$ cat src/rtl/abeat_pkg.sv
`timescale 1ns / 1ps
// Shared types, widths and constants of the adaptive beat scheduler.
// Depends on nothing; every other file of the block imports it.
package abeat_pkg;

	// Field widths.
	localparam int ASYNCH_W   = 12;
	localparam int MASK_W     = 4;
	localparam int ADJ_W      = 12;
	localparam int TIME_W     = 32;
	localparam int ALPHA_W    = 9;
	localparam int TEMPO_W    = 9;
	localparam int PCOUNT_W   = 3;

	// Number of asynchrony fields carried by one input word.
	localparam int ASYNCH_FIELDS    = 4;
	localparam int PLAYER_SLOTS_DEF = 4;

	// Accumulated sum of up to four asynchronies, and the count of counted players.
	localparam int SUM_W = ASYNCH_W + 2;
	localparam int CNT_W = 3;

	// Shared divider widths: a 16-bit dividend over a 9-bit divisor.
	localparam int DIVIDEND_W = 16;
	localparam int DIVISOR_W  = 9;
	localparam int STEP_W     = $clog2(DIVIDEND_W);

	// Milliseconds in one minute.
	localparam logic [DIVIDEND_W-1:0] MINUTE_MS = 16'd60000;

	// Configuration port.
	localparam int CFG_IDX_W  = 2;
	localparam int CFG_DATA_W = 9;

	localparam logic [CFG_IDX_W-1:0] REG_ALPHA   = 2'd0;
	localparam logic [CFG_IDX_W-1:0] REG_TEMPO   = 2'd1;
	localparam logic [CFG_IDX_W-1:0] REG_AVERAGE = 2'd2;
	localparam logic [CFG_IDX_W-1:0] REG_PCOUNT  = 2'd3;

	// Register values after reset.
	localparam logic [ALPHA_W-1:0]  ALPHA_RESET   = 9'd77;
	localparam logic [TEMPO_W-1:0]  TEMPO_RESET   = 9'd120;
	localparam logic                AVERAGE_RESET = 1'b1;
	localparam logic [PCOUNT_W-1:0] PCOUNT_RESET  = 3'd4;

	typedef logic signed [ASYNCH_W-1:0] asynch_t;
	typedef logic signed [ADJ_W-1:0]    adj_t;

endpackage

$ cat src/rtl/abeat_if.sv
`timescale 1ns / 1ps
// Valid/ready channels of the adaptive beat scheduler: beat words in and
// adjustment words out. Depends on abeat_pkg for field widths.

interface abeat_in_if;
	import abeat_pkg::*;

	logic              valid;
	logic              ready;
	asynch_t           asynch_0;
	asynch_t           asynch_1;
	asynch_t           asynch_2;
	asynch_t           asynch_3;
	logic [MASK_W-1:0] active_mask;
	logic [MASK_W-1:0] responded_mask;

	modport source (
		output valid, asynch_0, asynch_1, asynch_2, asynch_3, active_mask, responded_mask,
		input  ready
	);
	modport sink (
		input  valid, asynch_0, asynch_1, asynch_2, asynch_3, active_mask, responded_mask,
		output ready
	);
endinterface

interface abeat_out_if;
	import abeat_pkg::*;

	logic              valid;
	logic              ready;
	adj_t              adjustment;
	logic [TIME_W-1:0] next_beat_time;

	modport source (
		output valid, adjustment, next_beat_time,
		input  ready
	);
	modport sink (
		input  valid, adjustment, next_beat_time,
		output ready
	);
endinterface

$ cat src/rtl/abeat_div.sv
`timescale 1ns / 1ps
// Shared restoring divider: one quotient bit per cycle, unsigned operands.
// Depends on abeat_pkg for operand widths.

module abeat_div (
	input  logic                              clk,
	input  logic                              arst_n,
	input  logic                              start,
	input  logic [abeat_pkg::DIVIDEND_W-1:0]  dividend,
	input  logic [abeat_pkg::DIVISOR_W-1:0]   divisor,
	output logic                              done,
	output logic [abeat_pkg::DIVIDEND_W-1:0]  quotient
);
	import abeat_pkg::*;

	logic                  busy_q;
	logic                  done_q;
	logic [STEP_W-1:0]     step_q;
	logic [DIVISOR_W-1:0]  divisor_q;
	logic [DIVISOR_W-1:0]  rem_q;
	logic [DIVIDEND_W-1:0] quo_q;

	logic [DIVISOR_W:0]    shifted;
	logic                  fits;
	logic [DIVISOR_W:0]    diff;
	logic [DIVISOR_W-1:0]  rem_next;
	logic                  last_step;

	// One restoring step: bring down the next dividend bit and try the subtract.
	always_comb begin
		shifted  = {rem_q, quo_q[DIVIDEND_W-1]};
		fits     = (shifted >= {1'b0, divisor_q});
		diff     = shifted - {1'b0, divisor_q};
		rem_next = fits ? diff[DIVISOR_W-1:0] : shifted[DIVISOR_W-1:0];
	end

	assign last_step = ~start & busy_q & (step_q == STEP_W'(DIVIDEND_W - 1));

	// Control: load on start, then one step a cycle until the last bit.
	always_ff @(posedge clk or negedge arst_n) begin
		if (!arst_n) begin
			busy_q <= 1'b0;
			done_q <= 1'b0;
			step_q <= '0;
		end else begin
			done_q <= last_step;
			if (start) begin
				busy_q <= 1'b1;
				step_q <= '0;
			end else if (busy_q) begin
				step_q <= step_q + 1'b1;
				if (last_step) begin
					busy_q <= 1'b0;
				end
			end
		end
	end

	// Datapath: the quotient bits shift in where the dividend bits leave.
	always_ff @(posedge clk) begin
		if (start) begin
			divisor_q <= divisor;
			rem_q     <= '0;
			quo_q     <= dividend;
		end else if (busy_q) begin
			rem_q <= rem_next;
			quo_q <= {quo_q[DIVIDEND_W-2:0], fits};
		end
	end

	assign done     = done_q;
	assign quotient = quo_q;

endmodule

$ cat src/rtl/adaptive_beat_scheduler.sv
`timescale 1ns / 1ps
// Top level of the adaptive beat scheduler: configuration registers, beat
// sequencer and datapath. Depends on abeat_pkg, abeat_if and abeat_div.

// One beat word is taken when the block is idle; its result word appears in the
// output register in the same cycle as the block returns to idle, so the next
// beat word can be taken while that result is presented. A beat first adds up
// the counted players' asynchronies one slot at a time, then makes two passes
// through the shared 16-step divider (first the beat interval from the tempo,
// then the mean asynchrony), scales the mean by alpha and updates the beat
// time. With averaging off or no counted player the second division and the
// scaling are skipped and the adjustment is zero. The next beat word is taken
// while the last result still waits in the output register; a beat that finds
// that register still full waits in its update step. Configuration is written
// through a plain write port; the user must write it only while the block is
// idle, which the block itself does not enforce.
module adaptive_beat_scheduler #(
	parameter int PLAYER_SLOTS = abeat_pkg::PLAYER_SLOTS_DEF
) (
	input  logic                             clk,
	input  logic                             arst_n,
	input  logic                             cfg_wr_en,
	input  logic [abeat_pkg::CFG_IDX_W-1:0]  cfg_index,
	input  logic [abeat_pkg::CFG_DATA_W-1:0] cfg_data,
	abeat_in_if.sink                         beat_in,
	abeat_out_if.source                      beat_out
);
	import abeat_pkg::*;

	// Slots that may count: bounded by the parameter and by the fields present.
	localparam int SLOT_LIMIT = (PLAYER_SLOTS < ASYNCH_FIELDS) ? PLAYER_SLOTS : ASYNCH_FIELDS;
	localparam int IDX_W      = $clog2(ASYNCH_FIELDS);

	typedef enum logic [2:0] {
		S_IDLE,
		S_ACCUM,
		S_DIV_INT,
		S_DIV_MEAN,
		S_SCALE,
		S_UPDATE
	} state_t;

	state_t                  state_q;

	// Configuration registers.
	logic [ALPHA_W-1:0]      alpha_q;
	logic [TEMPO_W-1:0]      tempo_q;
	logic                    average_q;
	logic [PCOUNT_W-1:0]     pcount_q;

	// Beat word and working registers.
	asynch_t                 asynch_q [ASYNCH_FIELDS];
	logic [ASYNCH_FIELDS-1:0] count_mask_q;
	logic [IDX_W-1:0]        idx_q;
	logic signed [SUM_W-1:0] sum_q;
	logic [CNT_W-1:0]        cnt_q;
	logic [DIVIDEND_W-1:0]   interval_q;
	adj_t                    mean_q;
	adj_t                    adj_q;
	logic [TIME_W-1:0]       beat_time_q;
	logic                    div_start_q;

	// Output register.
	logic                    out_valid_q;
	adj_t                    out_adj_q;
	logic [TIME_W-1:0]       out_time_q;

	logic [PCOUNT_W-1:0]     slots;
	logic [ASYNCH_FIELDS-1:0] count_mask;
	logic                    in_fire;
	logic                    out_free;
	logic                    div_start_next;
	logic signed [SUM_W-1:0] sum_next;
	logic [SUM_W-1:0]        sum_mag;
	logic [DIVIDEND_W-1:0]   div_dividend;
	logic [DIVISOR_W-1:0]    div_divisor;
	logic                    div_done;
	logic [DIVIDEND_W-1:0]   div_quotient;
	adj_t                    quo_low;
	adj_t                    mean_next;
	logic signed [21:0]      prod;
	logic signed [13:0]      scaled;
	adj_t                    scaled_sat;
	logic [TIME_W-1:0]       time_next;

	// Slots considered this beat and the players that count within them.
	always_comb begin
		slots = (pcount_q > PCOUNT_W'(SLOT_LIMIT)) ? PCOUNT_W'(SLOT_LIMIT) : pcount_q;
		for (int i = 0; i < ASYNCH_FIELDS; i++) begin
			count_mask[i] = beat_in.active_mask[i] & beat_in.responded_mask[i] &
				(PCOUNT_W'(i) < slots);
		end
	end

	assign in_fire  = beat_in.valid & beat_in.ready;
	assign out_free = ~out_valid_q | beat_out.ready;

	// A division starts after the last slot is summed, and again for the mean
	// when averaging is on and some player counted.
	assign div_start_next =
		((state_q == S_ACCUM) && (idx_q == IDX_W'(ASYNCH_FIELDS - 1))) ||
		((state_q == S_DIV_INT) && div_done && average_q && (cnt_q != '0));

	// Running sum of the counted asynchronies, one slot a cycle.
	always_comb begin
		sum_next = sum_q;
		if (count_mask_q[idx_q]) begin
			sum_next = sum_q + SUM_W'(asynch_q[idx_q]);
		end
		sum_mag = sum_q[SUM_W-1] ? (~sum_q + 1'b1) : sum_q;
	end

	// Divider operands follow the division under way.
	always_comb begin
		if (state_q == S_DIV_MEAN) begin
			div_dividend = DIVIDEND_W'(sum_mag);
			div_divisor  = DIVISOR_W'(cnt_q);
		end else begin
			div_dividend = MINUTE_MS;
			div_divisor  = (tempo_q == '0) ? DIVISOR_W'(1) : tempo_q;
		end
	end

	abeat_div u_div (
		.clk      (clk),
		.arst_n   (arst_n),
		.start    (div_start_q),
		.dividend (div_dividend),
		.divisor  (div_divisor),
		.done     (div_done),
		.quotient (div_quotient)
	);

	// Signed mean from the unsigned quotient; the magnitude never exceeds 2048.
	always_comb begin
		quo_low   = div_quotient[ADJ_W-1:0];
		mean_next = sum_q[SUM_W-1] ? (~quo_low + 1'b1) : quo_low;
	end

	// Scale by alpha with floor, then saturate to the adjustment range.
	always_comb begin
		prod   = 22'(mean_q) * $signed({13'b0, alpha_q});
		scaled = prod[21:8];
		if (scaled > 14'sd2047) begin
			scaled_sat = 12'sh7FF;
		end else if (scaled < -14'sd2048) begin
			scaled_sat = 12'sh800;
		end else begin
			scaled_sat = scaled[ADJ_W-1:0];
		end
	end

	assign time_next = beat_time_q + TIME_W'(interval_q) + TIME_W'(adj_q);

	// Sequencer, configuration and registered outputs.
	always_ff @(posedge clk or negedge arst_n) begin
		if (!arst_n) begin
			state_q     <= S_IDLE;
			alpha_q     <= ALPHA_RESET;
			tempo_q     <= TEMPO_RESET;
			average_q   <= AVERAGE_RESET;
			pcount_q    <= PCOUNT_RESET;
			beat_time_q <= '0;
			div_start_q <= 1'b0;
			out_valid_q <= 1'b0;
			out_adj_q   <= '0;
			out_time_q  <= '0;
		end else begin
			div_start_q <= div_start_next;

			// The output word is loaded by the update step or cleared once taken.
			if ((state_q == S_UPDATE) && out_free) begin
				out_valid_q <= 1'b1;
				out_adj_q   <= adj_q;
				out_time_q  <= time_next;
			end else if (beat_out.ready) begin
				out_valid_q <= 1'b0;
			end

			if (cfg_wr_en) begin
				unique case (cfg_index)
					REG_ALPHA:   alpha_q   <= cfg_data[ALPHA_W-1:0];
					REG_TEMPO:   tempo_q   <= cfg_data[TEMPO_W-1:0];
					REG_AVERAGE: average_q <= cfg_data[0];
					REG_PCOUNT:  pcount_q  <= cfg_data[PCOUNT_W-1:0];
					default: ;
				endcase
			end

			unique case (state_q)
				S_IDLE: begin
					if (in_fire) begin
						state_q <= S_ACCUM;
					end
				end
				S_ACCUM: begin
					if (idx_q == IDX_W'(ASYNCH_FIELDS - 1)) begin
						state_q <= S_DIV_INT;
					end
				end
				S_DIV_INT: begin
					if (div_done) begin
						if (average_q && cnt_q != '0) begin
							state_q <= S_DIV_MEAN;
						end else begin
							state_q <= S_UPDATE;
						end
					end
				end
				S_DIV_MEAN: begin
					if (div_done) begin
						state_q <= S_SCALE;
					end
				end
				S_SCALE: begin
					state_q <= S_UPDATE;
				end
				S_UPDATE: begin
					if (out_free) begin
						beat_time_q <= time_next;
						state_q     <= S_IDLE;
					end
				end
				default: state_q <= S_IDLE;
			endcase
		end
	end

	// Datapath registers; no reset needed.
	always_ff @(posedge clk) begin
		unique case (state_q)
			S_IDLE: begin
				if (in_fire) begin
					asynch_q[0]  <= beat_in.asynch_0;
					asynch_q[1]  <= beat_in.asynch_1;
					asynch_q[2]  <= beat_in.asynch_2;
					asynch_q[3]  <= beat_in.asynch_3;
					count_mask_q <= count_mask;
					idx_q        <= '0;
					sum_q        <= '0;
					cnt_q        <= '0;
				end
			end
			S_ACCUM: begin
				sum_q <= sum_next;
				cnt_q <= cnt_q + CNT_W'(count_mask_q[idx_q]);
				idx_q <= idx_q + 1'b1;
			end
			S_DIV_INT: begin
				if (div_done) begin
					interval_q <= div_quotient;
					adj_q      <= '0;
				end
			end
			S_DIV_MEAN: begin
				if (div_done) begin
					mean_q <= mean_next;
				end
			end
			S_SCALE: begin
				adj_q <= scaled_sat;
			end
			default: ;
		endcase
	end

	assign beat_in.ready           = (state_q == S_IDLE);
	assign beat_out.valid          = out_valid_q;
	assign beat_out.adjustment     = out_adj_q;
	assign beat_out.next_beat_time = out_time_q;

endmodule
$ cat src/flat_wrapper.sv
// flat-port wrapper written by rule: the top's interface ports become plain ports
module adaptive_beat_scheduler_flat import abeat_pkg::*;
#(
	parameter int PLAYER_SLOTS = abeat_pkg::PLAYER_SLOTS_DEF
)
  (clk, arst_n, cfg_wr_en, cfg_index, cfg_data, beat_in_valid, beat_in_asynch_0, beat_in_asynch_1, beat_in_asynch_2, beat_in_asynch_3, beat_in_active_mask, beat_in_responded_mask, beat_in_ready, beat_out_valid, beat_out_adjustment, beat_out_next_beat_time, beat_out_ready);
  abeat_in_if beat_in_i ();
  abeat_out_if beat_out_i ();
  input  logic clk;
  input  logic arst_n;
  input  logic cfg_wr_en;
  input  logic [abeat_pkg::CFG_IDX_W-1:0] cfg_index;
  input  logic [abeat_pkg::CFG_DATA_W-1:0] cfg_data;
  input wire logic [$bits(beat_in_i.valid)-1:0] beat_in_valid;
  input wire logic [$bits(beat_in_i.asynch_0)-1:0] beat_in_asynch_0;
  input wire logic [$bits(beat_in_i.asynch_1)-1:0] beat_in_asynch_1;
  input wire logic [$bits(beat_in_i.asynch_2)-1:0] beat_in_asynch_2;
  input wire logic [$bits(beat_in_i.asynch_3)-1:0] beat_in_asynch_3;
  input wire logic [$bits(beat_in_i.active_mask)-1:0] beat_in_active_mask;
  input wire logic [$bits(beat_in_i.responded_mask)-1:0] beat_in_responded_mask;
  output wire logic [$bits(beat_in_i.ready)-1:0] beat_in_ready;
  output wire logic [$bits(beat_out_i.valid)-1:0] beat_out_valid;
  output wire logic [$bits(beat_out_i.adjustment)-1:0] beat_out_adjustment;
  output wire logic [$bits(beat_out_i.next_beat_time)-1:0] beat_out_next_beat_time;
  input wire logic [$bits(beat_out_i.ready)-1:0] beat_out_ready;
  assign beat_in_i.valid = beat_in_valid;
  assign beat_in_i.asynch_0 = beat_in_asynch_0;
  assign beat_in_i.asynch_1 = beat_in_asynch_1;
  assign beat_in_i.asynch_2 = beat_in_asynch_2;
  assign beat_in_i.asynch_3 = beat_in_asynch_3;
  assign beat_in_i.active_mask = beat_in_active_mask;
  assign beat_in_i.responded_mask = beat_in_responded_mask;
  assign beat_in_ready = beat_in_i.ready;
  assign beat_out_valid = beat_out_i.valid;
  assign beat_out_adjustment = beat_out_i.adjustment;
  assign beat_out_next_beat_time = beat_out_i.next_beat_time;
  assign beat_out_i.ready = beat_out_ready;
  adaptive_beat_scheduler #(.PLAYER_SLOTS(PLAYER_SLOTS)) u_core (.clk(clk), .arst_n(arst_n), .cfg_wr_en(cfg_wr_en), .cfg_index(cfg_index), .cfg_data(cfg_data), .beat_in(beat_in_i), .beat_out(beat_out_i));
endmodule
$ cat config.mk
export PLATFORM = sky130hd
export DESIGN_NAME = adaptive_beat_scheduler_flat
export DESIGN_NICKNAME = d
export VERILOG_FILES = /design/src/rtl/abeat_pkg.sv /design/src/rtl/abeat_if.sv /design/src/rtl/abeat_div.sv /design/src/rtl/adaptive_beat_scheduler.sv /design/src/flat_wrapper.sv
export SDC_FILE = /design/constraint.sdc
export NUM_CORES = 1
export LEC_CHECK = 0
export ABC_AREA = 1
export BUFFER_PORTS_ARGS = -buffer_cell sky130_fd_sc_hd__buf_2
export CAP_MARGIN = 20
export CORE_ASPECT_RATIO = 0.5
export CORE_MARGIN = 1.5
export CORE_UTILIZATION = 40
export DETAILED_ROUTE_END_ITERATION = 12
export GPL_TIMING_DRIVEN = 0
export PLACE_DENSITY_LB_ADDON = 0.1
export SLEW_MARGIN = 25
export SYNTH_ARGS = -nofsm -noshare
export SYNTH_HDL_FRONTEND = slang
export SYNTH_HIERARCHICAL = 1
export SYNTH_SLANG_ARGS = --single-unit
$ cat constraint.sdc
create_clock -name clk -period 6.1 [get_ports clk]
set_input_delay 0 -clock clk [delete_from_list [all_inputs] [get_ports clk]]
set_output_delay 0 -clock clk [all_outputs]
set_load 0.02 [all_outputs]
==> impl.org <==
** Run status
- The run finished with clean final reports.

** Route
- Via density :: 4.79
- Routed wire length :: 45500 µm
- Once detail routing completed, the nets flagged for antenna violations numbered 0.
- For this block, the via count after detailed routing is 14.0k.
- Number of remaining DRC errors :: 0
- For this block, the initial DRC count from the detailed router was 758.
- The pre-antenna-repair detailed-routing pass consisted of 6 iterations.
- After detailed routing, the average wire length per cell comes to 15.6 µm.

** Clock tree
- Total clock buffers created by CTS :: 24
- For this design, the sink count on the clock tree is 224.
- In this run the clock root is driven by a clkbuf_16.
- Number of H-tree levels :: 1
- Clock latency on the worst-skew pair :: 0.56 ns
- TritonCTS built the clock tree.
- The clock passes through at most 3 buffers.
- Post-CTS clock slew at the launch and capture registers of the worst setup and hold paths :: 0.06 ns

** Die
- Core area :: 0.0424 mm²
- The die covers 0.0447 mm².
- After floorplanning, the core was divided into 53 placement rows.
- During I/O placement, the number of pins put on the boundary was 118.
- Die span in y :: 150 µm
- Chip Width :: 298 µm
- Initial core utilization :: 40.9%

** STA
- Headroom to the max-slew limit came out at 32.9%.
- Tmin final :: 5.80 ns
- Worst Tran Pin Value :: 1.01 ns
- Setup repair after global routing missed its margin :: no
- Number of pins exceeding their max-slew limit in the final report :: 0
- After layout, the worst path uses 95.1% of the clock period.
- The total count of hold-check failures in the final report was 0.
- Final count of negative-setup-slack endpoints :: 0
- Highest clock rate :: 172 MHz
- Final Skew :: 0.0236 ns

** Global route
- The via count of the first global-routing pass came to 14.1k.
- Global routing used 21.0% of the available tracks.
- Grt ovf :: 0
- Largest net degree at the start of global routing :: 61
- The first global-routing pass estimated 74200 µm of wire.
- Initial antenna violation count :: 3

** Synth
- Synth Register Bits :: 224
- The number of nets in the synthesized netlist is 2402.
- The most used flip-flop cell after synthesis is edfxtp_1.
- In the synthesized netlist the async set-or-reset flop fraction comes to 34.4%.
- During synthesis, Yosys emitted a total of 6 warnings.
- Post-Synthesis Cells :: 2098
- Syn Area/Cell :: 8.27 µm²
- Count of flip-flops with a built-in enable after synthesis :: 136
- Top area cells in the synthesized netlist :: edfxtp_1 (24%), fa_1 (13%), nand2_1 (12%)
- Part of the Yosys area used for sequential elements :: 36.0%
- Post-synth top area cell :: edfxtp_1
- Cell variety after synth :: 53
- In this run the cell area of the synthesized design comes to 0.0173 mm².
- Proportion of netlist area held by the largest area contributor :: 23.5%

** Place
- Placement Cell Area :: 0.0188 mm²
- Number of I/O port buffers :: 117
- Global placement routability congestion :: 0.941
- Half-perimeter wire length after detailed placement :: 35900 µm

** Critical path
- Top Family by Delay on Critical Path :: adder cells
- Walking the worst path, the cells encountered are clkbuf_2 > nand2_1 > fa_1 > inv_1 > fa_1 > fa_1 > fa_1 > inv_1 > fa_1 > inv_1 > ha_1 > nand2_1 > nand2_1 > a21oi_1 > nand2_1 > nand2_1 > nand3_2 > inv_2 > nand2_2 > nand2_2 > inv_2 > nand2_2 > buf_6 > a21oi_2.
- Cells on worst reg2reg path :: 24
- Flop2flop setup slack :: 0.30 ns
- Worst EP arrival :: 6.06 ns
- The most critical setup path has its startpoint at u_core/alpha_q[3].
- In this run the critical register-to-register path is launched from u_core/alpha_q[3].
- The endpoint identified for the worst register-to-register timing path is u_core/adj_q[7].
- STA puts the critical path data required time at 6.36 ns.
- Crit-path max FO :: 10
- In this run the worst setup path terminates at u_core/adj_q[7].
- Number of buffers and inverters on the critical path :: 7
- The slowest stage of the critical path is the dfstp_2 cell.
- The setup path with the least slack is of type reg -> reg.
- In this design, the stage delay of the slowest critical-path cell is 0.59 ns.
- Capturing element type of the critical path :: flip-flop
- Logic depth of the worst setup path including buffers :: 24
- Kind of start point of the critical path :: flip-flop

** Cells and area
- Diodes inserted :: 0
- The finished cells cover 0.0204 mm².
- Fill cells in the final layout number 4180.
- The area growth from synthesis to layout is 17.4%.
- Leaving out fill and tap cells, the most frequent cell in the layout is nand2_1.
- The library cells used most frequently in the layout, excluding fill and tap cells, are nand2_1 (540), inv_1 (373), nor2_1 (147), edfxtp_1 (136), buf_2 (123).
- Cells with a size suffix above 1 make up 11.4% of the layout.
- For this run, the post-layout net count is 2625.

** Pwr
- Leakage Power :: 0.0102 µW
- Clock Power Share :: 12.2%
- Part of the power in combinational logic :: 65.8%
- Of the total power, registers draw 22.0%.
- Switching power of the nets :: 6370 µW
- Cell internal power was estimated by the tool at 6050 µW.
- Total chip power :: 12400 µW
- Net switching is 51.3% of the power.
- PwrDens :: 610 mW/mm²
- VDD sags by at most 0.452 mV.

** Job
- Max capacitance violation total :: 0

** Min path
- Class of the most critical hold timing path :: in -> async
==> power by group through the flow <==
| stage | clock, µW | sequential [µW] | combinational (µW) |
|---|---|---|---|
| 4_1_cts | 1570 | 2740 | 8210 |
| 2_1_floorplan | 0 | 2740 | 6070 |
| 6_report | 1520 | 2730 | 8170 |
| 3_5_place_dp | 0 | 2760 | 8120 |
| 5_1_grt | 1630 | 2810 | 9380 |
| 3_3_place_gp | 0 | 2770 | 8030 |
==> logic make-up after synthesis <==
| kind of cell | synth area share, % |
|---|---|
| compound gates | 9.24 |
| xor+xnor | 1.92 |
| fa+ha+maj | 21.6 |
| buf+inv | 9.76 |
| flops | 36.0 |
| simple gates | 21.5 |
==> what timing repair did <==
item	in CTS	in global routing
endpoints found under the setup margin	11	11
hold buffers	77	0
resized for setup	1	12
buffers inserted	0	1
endpoints found under the hold margin	169	0
==> sequential cells by signal (all words and copies together), names as in the netlist, 12 cells and up, named ones only <==
register / flops
u_core/mean_q: 12
u_core/beat_time_q: 32
u_core/u_div/quotient: 16
u_core/adj_q: 12
u_core/sum_q: 14
u_core/beat_out.adjustment: 12
u_core/asynch_q: 48
u_core/interval_q: 16
==> cell usage after synthesis (2+ instances only) <==
cell type	number
a211oi_1	3
a21boi_0	2
a21o_1	6
a21oi_1	95
a21oi_2	12
a31oi_1	5
and2_1	2
and3_1	4
buf_1	11
buf_2	7
buf_4	4
buf_6	3
clkbuf_1	30
dfrtp_1	67
dfstp_2	10
dfxtp_1	11
edfxtp_1	136
fa_1	112
ha_1	120
inv_1	374
inv_2	6
nand2_1	540
nand2_2	21
nand3_1	90
nand3_2	9
nand3b_1	7
nand4_1	15
nor2_1	149
nor2_2	8
nor2_4	2
nor3_1	23
nor3_2	2
o211ai_1	3
o21a_1	6
o21ai_0	115
o21ai_1	5
o21ai_2	2
o21bai_1	7
o22ai_1	14
o31ai_1	5
or2_2	7
xnor2_1	16
xor2_1	22
==> worst min path at each step <==
| stage | depth (start not counted) | endpoint | slack [ns] | from |
|---|---|---|---|---|
| 3_5_place_dp | 1 | u_core/beat_out.adjustment[1] | -0.14 | arst_n |
| 2_1_floorplan | 0 | u_core/alpha_q[1] | -0.30 | arst_n |
| 4_1_cts | 3 | u_core/u_div/step_q[0] | 0.002 | arst_n |
| 6_report | 3 | u_core/beat_time_q[22] | 0.005 | arst_n |
| 3_3_place_gp | 1 | u_core/asynch_q[1][0] | 0.18 | beat_in_asynch_1[0] |
| 5_1_grt | 3 | u_core/beat_time_q[22] | 0.02 | arst_n |
==> tightest hold or removal path: cells and delay by family <==
| kind | cells | cell delay (ns) |
|---|---|---|
| buf+inv | 3 | 0.94 |
==> area by class of cell <==
class,count,area (µm²),share of cell area [%]
Multi-Input combinational cell,1438,9430,46.3
Clock buffer,37,732,3.59
Buffer,54,264,1.30
Timing Repair Buffer,199,1460,7.17
Tap cell,577,722,3.54
Inverter,380,1430,7.00
Clock inverter,7,91.3,0.448
Sequential cell,224,6250,30.7
==> through the flow <==
stage               hold WS [ns]  instances  setup TNS, ns  setup WS, ns  util, %
finish                   0.00529       2916              0         0.299     48.1
global route              0.0222       2916              0        0.0277     48.1
global placement           0.177       2792          -2.07        -0.207     44.0
CTS                      0.00247       2916              0       0.00583     48.0
detailed placement        -0.142       2796          -2.16        -0.214     44.3
floorplan                 -0.296       2098              0         0.687        -
==> metal layers <==
metal	share of wire, %	wire length, µm	track usage (%)	vias up
li1	-	-	-	7123
met5	0.035	16	0	-
met1	48	22000	28.4	6544
met3	4.0	1810	3.07	55
met4	2.2	992	4.80	2
met2	46	20700	35.8	256
Power figures use the tool's default switching activity.
